**config.mk**
```make
export PLATFORM = sky130hd
export DESIGN_NAME = prefetch_miss_run_splitter
export DESIGN_NICKNAME = d
export VERILOG_FILES = /design/src/pmrs_pkg.sv /design/src/prefetch_miss_run_splitter.sv
export SDC_FILE = /design/constraint.sdc
export NUM_CORES = 1
export LEC_CHECK = 0
export ABC_AREA = 1
export BUFFER_PORTS_ARGS = -buffer_cell sky130_fd_sc_hd__buf_2
export CORE_MARGIN = 4
export CORE_UTILIZATION = 41
export CTS_BUF_LIST = sky130_fd_sc_hd__clkbuf_2 sky130_fd_sc_hd__clkbuf_4 sky130_fd_sc_hd__clkbuf_8
export CTS_CLUSTER_SIZE = 40
export DETAILED_ROUTE_END_ITERATION = 16
export PLACE_DENSITY_LB_ADDON = 0.2
export SYNTH_ARGS = -nofsm -noshare
export SYNTH_HDL_FRONTEND = slang
export SYNTH_SLANG_ARGS = --single-unit
```
**constraint.sdc**
```tcl
create_clock -name clock -period 26.8 [get_ports clock]
set_input_delay 4.02 -clock clock [delete_from_list [all_inputs] [get_ports clock]]
set_output_delay 4.02 -clock clock [all_outputs]
set_load 0.01 [all_outputs]
```
**src/pmrs_pkg.sv**
```systemverilog
// ----------------------------------------------------------------------------
// pmrs_pkg: shared constants for the prefetch miss-run splitter
// Field widths, stream packing widths and configuration register indexes.
// ----------------------------------------------------------------------------
`default_nettype none

package pmrs_pkg;

   localparam int LINE_INDEX_BITS = 40;
   localparam int COUNT_BITS      = 16;

   // req tdata: range_first, range_count, hit; rsp tdata: run_first, run_count
   localparam int IN_USED_BITS  = LINE_INDEX_BITS + COUNT_BITS + 1;
   localparam int IN_DATA_BITS  = ((IN_USED_BITS + 7) / 8) * 8;
   localparam int OUT_USED_BITS = LINE_INDEX_BITS + COUNT_BITS;
   localparam int OUT_DATA_BITS = ((OUT_USED_BITS + 7) / 8) * 8;

   localparam int CSR_DATA_BITS  = LINE_INDEX_BITS;
   localparam int CSR_INDEX_BITS = 1;

   localparam logic [CSR_INDEX_BITS-1:0] CSR_VOLUME_LINES    = CSR_INDEX_BITS'(0);
   localparam logic [CSR_INDEX_BITS-1:0] CSR_MAX_TOTAL_LINES = CSR_INDEX_BITS'(1);

   localparam logic [COUNT_BITS-1:0] MAX_TOTAL_RESET = COUNT_BITS'(64);

   typedef logic [LINE_INDEX_BITS-1:0] line_type;
   typedef logic [COUNT_BITS-1:0]      count_type;

endpackage

`default_nettype wire

```
**src/prefetch_miss_run_splitter.sv**
```systemverilog
// ----------------------------------------------------------------------------
// prefetch_miss_run_splitter: split a prefetch range into runs of missed lines
//
// The req stream carries one cache line per transfer. A transfer with tuser
// high opens a new range (first line, line count) and also carries the hit
// bit of that first line; following transfers carry one hit bit per line.
// The range is clipped to the volume length and ignored if it starts at or
// past the volume end. Consecutive misses are grouped into runs, cut at the
// per-run limit; each run leaves on the rsp stream as first line and length,
// with tlast set when the run used up the total budget (the range then ends).
// Configuration: csr_write/csr_index/csr_wdata; the user writes these only
// while idle, the block does not enforce it. One line per cycle unless rsp
// stalls; a run is on rsp in the cycle after its closing transfer. The result
// register decouples the two sides: req_tready stays high while rsp is empty
// or being taken, so a stalled receiver holds at most one run and stalls req.
// Reset (synchronous, active high) closes any open range, empties the
// result register and restores volume_lines = 0, max_total_lines = 64.
// ----------------------------------------------------------------------------
`default_nettype none

module prefetch_miss_run_splitter
   import pmrs_pkg::*;
(
   input  wire                      clock,
   input  wire                      reset,
   // configuration write port
   input  wire                      csr_write,
   input  wire [CSR_INDEX_BITS-1:0] csr_index,
   input  wire [CSR_DATA_BITS-1:0]  csr_wdata,
   // line stream
   input  wire                      req_tvalid,
   output logic                     req_tready,
   // tdata from bit 0: range_first, range_count, hit, zero padding
   input  wire [IN_DATA_BITS-1:0]   req_tdata,
   // tuser: new_range
   input  wire                      req_tuser,
   // run stream
   output logic                     rsp_tvalid,
   input  wire                      rsp_tready,
   // tdata from bit 0: run_first, run_count, zero padding
   output logic [OUT_DATA_BITS-1:0] rsp_tdata,
   // tlast: budget_spent
   output logic                     rsp_tlast
);

   // configuration
   line_type  volume_ff;
   count_type max_total_ff;

   // range state
   line_type  line_pos_ff, line_pos_in;
   line_type  range_end_ff, range_end_in;
   line_type  run_start_ff, run_start_in;
   count_type run_len_ff, run_len_in;
   count_type total_ff, total_in;
   count_type run_limit_ff, run_limit_in;
   logic      active_ff, active_in;

   // result register
   logic      rsp_valid_ff;
   line_type  rsp_first_ff;
   count_type rsp_count_ff;
   logic      rsp_spent_ff;

   // input fields
   line_type  in_first;
   count_type in_count;
   logic      in_hit;
   logic      req_accept;

   // step logic
   line_type  avail;
   logic      clip;
   count_type clip_count;
   logic      open_range;
   line_type  pos_ld, end_ld, start_ld;
   count_type len_ld, total_ld, limit_ld;
   logic      act_ld;
   count_type eff_limit;
   line_type  start_step;
   count_type len_step;
   logic      emit_run_hit;
   logic      emit_run_full;
   line_type  pos_next;
   logic      end_hit;
   logic      emit;
   count_type total_emit;
   logic      spent;
   count_type left;

   assign in_first = req_tdata[LINE_INDEX_BITS-1:0];
   assign in_count = req_tdata[LINE_INDEX_BITS +: COUNT_BITS];
   assign in_hit   = req_tdata[LINE_INDEX_BITS + COUNT_BITS];

   assign req_tready = !rsp_valid_ff || rsp_tready;
   assign req_accept = req_tvalid && req_tready;

   always_comb begin
      // load a new range, or carry the open one
      avail      = volume_ff - in_first;
      clip       = LINE_INDEX_BITS'(in_count) > avail;
      clip_count = clip ? avail[COUNT_BITS-1:0] : in_count;
      open_range = (in_first < volume_ff) && (clip_count != '0);

      pos_ld   = line_pos_ff;
      end_ld   = range_end_ff;
      start_ld = run_start_ff;
      len_ld   = run_len_ff;
      total_ld = total_ff;
      limit_ld = run_limit_ff;
      act_ld   = active_ff;
      if (req_tuser) begin
         act_ld   = 1'b0;
         len_ld   = '0;
         total_ld = '0;
         if (open_range) begin
            pos_ld   = in_first;
            end_ld   = clip ? volume_ff : in_first + LINE_INDEX_BITS'(in_count);
            start_ld = in_first;
            limit_ld = (clip_count < max_total_ff) ? clip_count : max_total_ff;
            act_ld   = 1'b1;
         end
      end

      // a zero limit still lets one line through
      eff_limit = (limit_ld == '0) ? COUNT_BITS'(1) : limit_ld;

      start_step    = start_ld;
      len_step      = len_ld;
      emit_run_hit  = 1'b0;
      emit_run_full = 1'b0;
      if (act_ld) begin
         if (in_hit) begin
            emit_run_hit = (len_ld != '0);
         end else begin
            if (len_ld == '0) begin
               start_step = pos_ld;
            end
            len_step      = len_ld + COUNT_BITS'(1);
            emit_run_full = (len_step >= eff_limit);
         end
      end

      pos_next = act_ld ? pos_ld + LINE_INDEX_BITS'(1) : pos_ld;
      end_hit  = act_ld && (pos_next == end_ld);
      emit     = emit_run_hit || emit_run_full || (end_hit && (len_step != '0));

      total_emit = total_ld + len_step;
      spent      = (total_emit >= max_total_ff);
      left       = max_total_ff - total_emit;

      line_pos_in  = pos_next;
      range_end_in = end_ld;
      run_start_in = start_step;
      run_len_in   = (emit || end_hit) ? '0 : len_step;
      total_in     = emit ? total_emit : total_ld;
      run_limit_in = limit_ld;
      if (emit && !spent && (left < limit_ld)) begin
         run_limit_in = left;
      end
      active_in = act_ld && !(emit && spent) && !end_hit;
   end

   always_ff @(posedge clock) begin
      if (reset) begin
         volume_ff    <= '0;
         max_total_ff <= MAX_TOTAL_RESET;
      end else if (csr_write) begin
         case (csr_index)
            CSR_VOLUME_LINES:    volume_ff    <= csr_wdata[LINE_INDEX_BITS-1:0];
            CSR_MAX_TOTAL_LINES: max_total_ff <= csr_wdata[COUNT_BITS-1:0];
            default: ;
         endcase
      end
   end

   always_ff @(posedge clock) begin
      if (reset) begin
         line_pos_ff  <= '0;
         range_end_ff <= '0;
         run_start_ff <= '0;
         run_len_ff   <= '0;
         total_ff     <= '0;
         run_limit_ff <= '0;
         active_ff    <= 1'b0;
      end else if (req_accept) begin
         line_pos_ff  <= line_pos_in;
         range_end_ff <= range_end_in;
         run_start_ff <= run_start_in;
         run_len_ff   <= run_len_in;
         total_ff     <= total_in;
         run_limit_ff <= run_limit_in;
         active_ff    <= active_in;
      end
   end

   always_ff @(posedge clock) begin
      if (reset) begin
         rsp_valid_ff <= 1'b0;
      end else if (req_accept) begin
         rsp_valid_ff <= emit;
      end else if (rsp_tready) begin
         rsp_valid_ff <= 1'b0;
      end
   end

   // payload: load only with a fresh run
   always_ff @(posedge clock) begin
      if (req_accept && emit) begin
         rsp_first_ff <= start_step;
         rsp_count_ff <= len_step;
         rsp_spent_ff <= spent;
      end
   end

   assign rsp_tvalid = rsp_valid_ff;
   assign rsp_tdata  = OUT_DATA_BITS'({rsp_count_ff, rsp_first_ff});
   assign rsp_tlast  = rsp_spent_ff;

`ifndef SYNTHESIS
   a_run_nonzero: assert property (@(posedge clock) disable iff (reset)
      rsp_valid_ff |-> (rsp_count_ff != '0))
      else $error("emitted run has zero length");

   a_idle_no_run: assert property (@(posedge clock) disable iff (reset)
      !active_ff |-> (run_len_ff == '0))
      else $error("open run without an open range");

   a_run_below_limit: assert property (@(posedge clock) disable iff (reset)
      (active_ff && (run_limit_ff != '0)) |-> (run_len_ff < run_limit_ff))
      else $error("open run reached its limit without being emitted");

   a_spent_closes: assert property (@(posedge clock) disable iff (reset)
      (req_accept && emit && spent) |=> !active_ff)
      else $error("range still open after budget was spent");
`endif

endmodule

`default_nettype wire

```
==> results of run 1 <==
worst register-to-register path: cells and delay by family (launching register included):
family	cells	cell delay, ps
simple gates	39	5410
buf+inv	9	1830
xor+xnor	4	1160
fa+ha+maj	6	1870
compound gates	11	2190
flops	1	300
metal layers:
metal  share of wire  GRT usage
met5               0          0
met4           0.023     0.0636
met3           0.065     0.0289
met2            0.42      0.382
met1            0.49      0.386
synth_stat cells (22+ instances only):
library cell,count
a21oi_1,306
clkbuf_1,90
dfxtp_1,226
edfxtp_1,57
ha_1,150
inv_1,527
nand2_1,922
nand2_2,25
nand3_1,291
nand4_1,65
nor2_1,339
nor2_2,22
nor3_1,29
o21ai_0,345
xor2_1,66
worst paths after layout:
path / start / endpoint / slack (ps) / cells past startpoint
worst max-delay path: req_tdata[0] / run_limit_ff[2] / 10750 / 69
worst min-delay path: total_ff[5] / total_ff[5] / 460 / 2
worst max register to register: volume_ff[0] / run_limit_ff[2] / 13950 / 69
worst min register to register: total_ff[5] / total_ff[5] / 460 / 2
registers in the layout (all words and copies together), names as in the netlist:
name,flops
rsp_tvalid,1
rsp_tlast,1
run_limit_ff,16
run_start_ff,40
run_len_ff,16
max_total_ff,16
line_pos_ff,40
rsp_first_ff,40
volume_ff,40
range_end_ff,40
active_ff,1
rsp_count_ff,16
total_ff,16
cell usage in the layout, fill, tap and decap left out, types with 65 or more instances in the layout:
master and n:
a21oi_1 305, nand2_1 920, nand4_1 65, dfxtp_1 226
o21ai_0 345, nand3_1 290, inv_1 525, ha_1 150
nor2_1 337, buf_2 161, xor2_1 66
cell families after synthesis:
family	Yosys count	share of synthesized area
AOI/OAI and AO/OA	743	0.170
xor gates and xnor gates	88	0.0339
adders and majority gates	154	0.0845
buffers and inverters	684	0.117
DFF	283	0.269
muxes	1	0.000432
and+or+nand+nor	1753	0.324
power groups by stage:
stage / sequential (mW) / combinational (mW) / clock [mW]
global route: 0.473 / 0.411 / 0.452
global placement: 0.480 / 0.354 / 0
floorplan: 0.475 / 0.258 / 0
CTS: 0.471 / 0.358 / 0.434
finish: 0.471 / 0.363 / 0.424
detailed placement: 0.480 / 0.357 / 0
final cells by class:
class,instances,area (um2),area share
Timing Repair Buffer,183,971,0.0382
Sequential cell,283,6240,0.245
Antenna cell,1,2.50,0.0000983
Tap cell,748,936,0.0368
Multi-Input combinational cell,2739,14200,0.559
Inverter,542,2040,0.0802
Clock inverter,17,166,0.00654
Clock buffer,70,857,0.0337
through the flow:
stage | setup slack, ps | instances | utilization | total power, mW
2_1_floorplan | 13310 | 3706 | - | 0.733
5_1_grt | 9570 | 4583 | 0.458 | 1.34
4_1_cts | 10830 | 4582 | 0.458 | 1.26
6_report | 10750 | 4583 | 0.458 | 1.26
3_5_place_dp | 10200 | 4495 | 0.440 | 0.837
3_3_place_gp | 10170 | 4495 | 0.440 | 0.834
==> results.sh, run 1 <==
export IMPL_status="complete, no violations"
export IMPL_finalSetupTns_ps=0
export IMPL_num_rows=86
export IMPL_synth_seq_area_share=0.269
export IMPL_powerDensity_nw_per_um2=49.4
export IMPL_drc=0
export IMPL_power_frac_seq=0.375
export IMPL_cts_tree="done"
export IMPL_pin_count=170
export IMPL_netlist_area_um2=23200
export IMPL_netlist_area_leader_share=0.195
export IMPL_antenna_found_initial=1
export IMPL_hold_ws_ps=462
export IMPL_grt_total_usage=0.254
export IMPL_gp_congestion=0.972
export IMPL_drt_iter0_markers=2141
export IMPL_vias=24000
export IMPL_synth_warnings=0
export IMPL_swShare=0.357
export IMPL_yosys_most_used_dff="dfxtp_1"
export IMPL_place_area_um2=24400
export IMPL_synth_fp_nets=3971
export IMPL_die_x_um=246
export IMPL_wl_mm=79.4
export IMPL_ys_ff_latch=283
export IMPL_place_port_buffers=162
export IMPL_finalCriticalPeriod_ps=16050
export IMPL_firstDrtPassIters=6
export IMPL_syn_to_final_growth_pct=9.89
export IMPL_cts_setup_buffers=0
export IMPL_dp_hpwl_mm=61.3
export IMPL_start_util=0.417
export IMPL_vdd_drop_max_uv=29.5
export IMPL_cts_resized=0
export IMPL_maxCapViolCount=0
export IMPL_grt_max_degree=148
export IMPL_crit_top_cell="nand2_1"
export IMPL_clk_pin_slew_worst_paths_ps=60
export IMPL_critPathCaptureType="register"
export IMPL_cp_top_family="simple AND/OR/NAND/NOR gates"
export IMPL_cts_hold_buf=0
export IMPL_synthArstFlopShare=0
export IMPL_synth_edff_count=57
export IMPL_gr_total_overflow=0
export IMPL_synthCells=3706
export IMPL_cp_slowest_cell="a21oi_2"
export IMPL_clockPowerShare=0.337
export IMPL_dieHeight_um=246
export IMPL_clk_path_buf_depth=3
export IMPL_fill_cells=6005
export IMPL_critPathKind="in2reg"
export IMPL_root_buffer="clkbuf_8"
export IMPL_core_um2=55500
export IMPL_p_comb_frac=0.289
export IMPL_setup_violations=0
export IMPL_wire_per_inst_um=17.3
export IMPL_p_int_mw=0.809
export IMPL_hp_class="reg2reg"
export IMPL_power_leakage_nw=12.7
export IMPL_yosysUniqueCellTypes=57
export IMPL_rsz0062_at_grt="false"
export IMPL_critPathRequiredTime_ps=27340
export IMPL_clkLatencyLatePin_ps=630
export IMPL_crit_path_max_fanout=40
export IMPL_fmax_mhz=62.3
export IMPL_grt_pass1_vias=21300
export IMPL_slew_violations=0
export IMPL_start_kind="input pin"
export IMPL_yosys_top_cells_area="dfxtp_1, nand2_1, inv_1"
export IMPL_crit_buf_inv=9
export IMPL_grt_pass1_wl_mm=122
export IMPL_drive_above_1_share=0.0949
export IMPL_p_switching_mw=0.449
export IMPL_tightestPinTransition_ps=1300
export IMPL_viasPerCell=5.23
export IMPL_final_cell_area_um2=25400
export IMPL_numCtsBuffers=48
export IMPL_max_stage_delay_ps=700
export IMPL_syn_avg_cell_area_um2=6.25
export IMPL_finalHoldViolCount=0
export IMPL_cts_sinks=283
export IMPL_nets=4062
export IMPL_drtAntennaViolNets=0
export IMPL_final_period_utilization=0.599
export IMPL_cts_max_level=2
export IMPL_cp_arrival_ps=16590
export IMPL_relSlewSlack=0.133
export IMPL_finClkSkew_ps=23.2
export IMPL_yosysTopAreaCell="dfxtp_1"
export IMPL_die_area_um2=60300
(Power assumes the default switching activity.)
==> inputs of run 2 (changes only) <==
--- a/config.mk
+++ b/config.mk
@@ -5,7 +5,7 @@
 export SDC_FILE = /design/constraint.sdc
 export NUM_CORES = 1
 export LEC_CHECK = 0
-export ABC_AREA = 1
+export ABC_AREA = 0
 export BUFFER_PORTS_ARGS = -buffer_cell sky130_fd_sc_hd__buf_2
 export CORE_MARGIN = 4
 export CORE_UTILIZATION = 41
==> constraint.sdc (replaced) <==
create_clock -name clock -period 15.6 [get_ports clock]
set_input_delay 2.34 -clock clock [delete_from_list [all_inputs] [get_ports clock]]
set_output_delay 2.34 -clock clock [all_outputs]
set_load 0.01 [all_outputs]
==> results.sh, run 2 <==
export IMPL_die_x_um=250
export IMPL_pin_count=170
export IMPL_status="complete, no violations"
export IMPL_instances_no_fill=4044
export IMPL_slew_violations=0
export IMPL_power_leakage_nw=10.3
export IMPL_cts_sinks=283
export IMPL_grt_max_degree=97
export IMPL_critPathKind="in2reg"
export IMPL_firstDrtPassIters=6
export IMPL_antenna_found_initial=5
export IMPL_yosys_top_cells_count="nand2_1, a21oi_1, nor2_1, dfxtp_1, xnor2_1"
export IMPL_numCtsBuffers=56
export IMPL_crit_path_max_fanout=57
export IMPL_setup_violations=0
export IMPL_wl_mm=96.3
export IMPL_fmax_mhz=67.9
export IMPL_nets=3493
export IMPL_finalSetupTns_ps=0
export IMPL_worst_slack_ps=862
export IMPL_synth_seq_area_share=0.260
export IMPL_yosys_top_cells_area="dfxtp_1, ha_1, nand2_1"
export IMPL_synth_edff_count=57
export IMPL_gr_total_overflow=0
export IMPL_fin_util=0.459
export IMPL_r2r_start="volume_ff[4]"
export IMPL_tightestPinTransition_ps=1290
export IMPL_critPathRequiredTime_ps=15940
export IMPL_netlist_area_um2=23900
export IMPL_place_ws_ps=626
export IMPL_multi_input_area_um2=16400
export IMPL_clk_path_buf_depth=3
export IMPL_cts_resized=0
export IMPL_worstReg2RegEnd="rsp_first_ff[38]"
export IMPL_max_stage_delay_ps=650
export IMPL_clk_pin_slew_worst_paths_ps=60
export IMPL_finalCriticalPeriod_ps=14740
export IMPL_clockPowerShare=0.422
export IMPL_yosysTopAreaCell="dfxtp_1"
export IMPL_r2r_slack_ps=2510
export IMPL_ys_ff_latch=283
export IMPL_cts_max_level=2
export IMPL_rsz0062_at_grt="false"
export IMPL_core_um2=57800
export IMPL_cts_hold_buf=0
export IMPL_hp_class="reg2reg"
export IMPL_powerDensity_nw_per_um2=82.6
export IMPL_fill_cells=5934
export IMPL_cp_startpoint="req_tdata[4]"
export IMPL_power_frac_seq=0.356
export IMPL_crit_buf_inv=6
export IMPL_start_util=0.414
export IMPL_dieHeight_um=250
export IMPL_grt_pass1_wl_mm=144
export IMPL_dp_hpwl_mm=73.6
export IMPL_viasPerCell=6.06
export IMPL_cts_setup_buffers=0
export IMPL_syn_to_final_growth_pct=10.9
export IMPL_seq_area_um2=6240
export IMPL_p_comb_frac=0.222
export IMPL_p_total_mw=2.19
export IMPL_drive_above_1_share=0.118
export IMPL_syn_avg_cell_area_um2=7.55
export IMPL_grt_pass1_vias=23500
export IMPL_whs_path_depth=2
export IMPL_dp_cells=3935
export IMPL_vdd_drop_max_uv=70.2
export IMPL_cp_top_family="compound AO/OA/AOI/OAI gates"
export IMPL_cp_slowest_cell="o21ai_0"
export IMPL_root_buffer="clkbuf_8"
export IMPL_netlist_area_leader_share=0.189
export IMPL_grt_total_usage=0.293
export IMPL_vias=24500
export IMPL_place_port_buffers=162
export IMPL_crit_top_cell="a21o_1"
export IMPL_relSlewSlack=0.131
export IMPL_clkLatencyLatePin_ps=680
export IMPL_start_kind="input pin"
export IMPL_critical_path_depth=59
export IMPL_final_common_cell="nand2_1"
export IMPL_finClkSkew_ps=37.1
export IMPL_layout_common_cells="nand2_1, a21oi_1, nor2_1"
export IMPL_place_area_um2=25200
export IMPL_maxCapViolCount=0
export IMPL_drt_iter0_markers=1992
export IMPL_final_period_utilization=0.945
export IMPL_p_switching_mw=0.720
export IMPL_num_rows=88
export IMPL_gp_congestion=0.968
export IMPL_synth_fp_nets=3438
export IMPL_cts_tree="done"
export IMPL_rr_worst_depth=57
export IMPL_synthArstFlopShare=0
export IMPL_hold_ws_ps=452
export IMPL_critPathCaptureType="register"
export IMPL_endpoint="rsp_first_ff[38]"
export IMPL_cp_arrival_ps=15080
export IMPL_p_int_mw=1.47
export IMPL_yosysMostFrequentCell="nand2_1"
export IMPL_die_area_um2=62300
export IMPL_yosysUniqueCellTypes=107
export IMPL_synthCells=3173
export IMPL_yosys_most_used_dff="dfxtp_1"
export IMPL_synth_warnings=0
export IMPL_drtAntennaViolNets=0
export IMPL_drc=0
export IMPL_final_cell_area_um2=26600
export IMPL_swShare=0.328
export IMPL_wire_per_inst_um=23.8
export IMPL_finalHoldViolCount=0
[run 2: changes by cell type after synthesis, moves of 34 or more]
cell,previous run,this run
a211oi_1,7,46
a21o_1,7,41
clkbuf_1,90,138
inv_1,527,108
mux2i_1,1,96
nand2_1,922,482
nand2b_1,0,35
nand3_1,291,76
nor2_1,339,254
nor2b_1,0,40
nor3_1,29,63
nor4_1,12,48
o21ai_0,345,150
xnor2_1,21,156
[run 2: how the worst min path moves through the flow]
| stage | start | end |
|---|---|---|
| 2_1_floorplan | run_start_ff[0] | run_start_ff[0] |
| 3_3_place_gp | run_start_ff[38] | run_start_ff[38] |
| 3_5_place_dp | run_start_ff[9] | run_start_ff[9] |
| 4_1_cts | run_start_ff[9] | run_start_ff[9] |
| 5_1_grt | run_start_ff[7] | run_start_ff[7] |
| 6_report | run_start_ff[16] | run_start_ff[16] |
[run 2: logic make-up (layout without fill, tap and decap cells)]
group / count (synthesis) / in the layout / synth area share
and+or+nand+nor: 1194 / 1194 / 0.237
AOI/OAI and AO/OA: 890 / 890 / 0.237
buffers and inverters: 320 / 423 / 0.0562
DFF: 283 / 283 / 0.260
xor gates and xnor gates: 221 / 221 / 0.0808
adders and majority gates: 155 / 155 / 0.0821
muxes: 110 / 110 / 0.0467
other: 0 / 3 / 0
[run 2: routing by layer]
layer | global-route usage | vias up | part of all wire
li1 | - | 11600 | -
met1 | 0.347 | 11700 | 0.39
met2 | 0.513 | 944 | 0.49
met3 | 0.0395 | 271 | 0.057
met4 | 0.159 | 6 | 0.062
met5 | 0 | - | 0.00039
[run 2: worst reg2reg max path, delay by kind of cell (launching register included)]
family / cells / cell delay, ps
DFF: 1 / 380
xor gates and xnor gates: 1 / 230
muxes: 1 / 220
adders and majority gates: 4 / 1360
buffers and inverters: 4 / 590
and+or+nand+nor: 21 / 3930
AOI/OAI and AO/OA: 26 / 5970
[run 2: power groups by stage]
stage / clock, mW / combinational (mW) / sequential (mW)
after detailed placement: 0 / 0.477 / 0.797
after global routing: 0.976 / 0.529 / 0.782
after CTS: 0.945 / 0.480 / 0.781
final: 0.925 / 0.487 / 0.782
after global placement: 0 / 0.472 / 0.796
after floorplan: 0 / 0.330 / 0.786
[run 2: layout make-up]
type,count,area share
diodes,3,0.000283
clock buffers,72,0.0364
clock inverters,34,0.0150
inverters,109,0.0154
multi-input cells,2570,0.618
flip-flops and latches,283,0.235
well taps,765,0.0360
repair buffers,208,0.0442
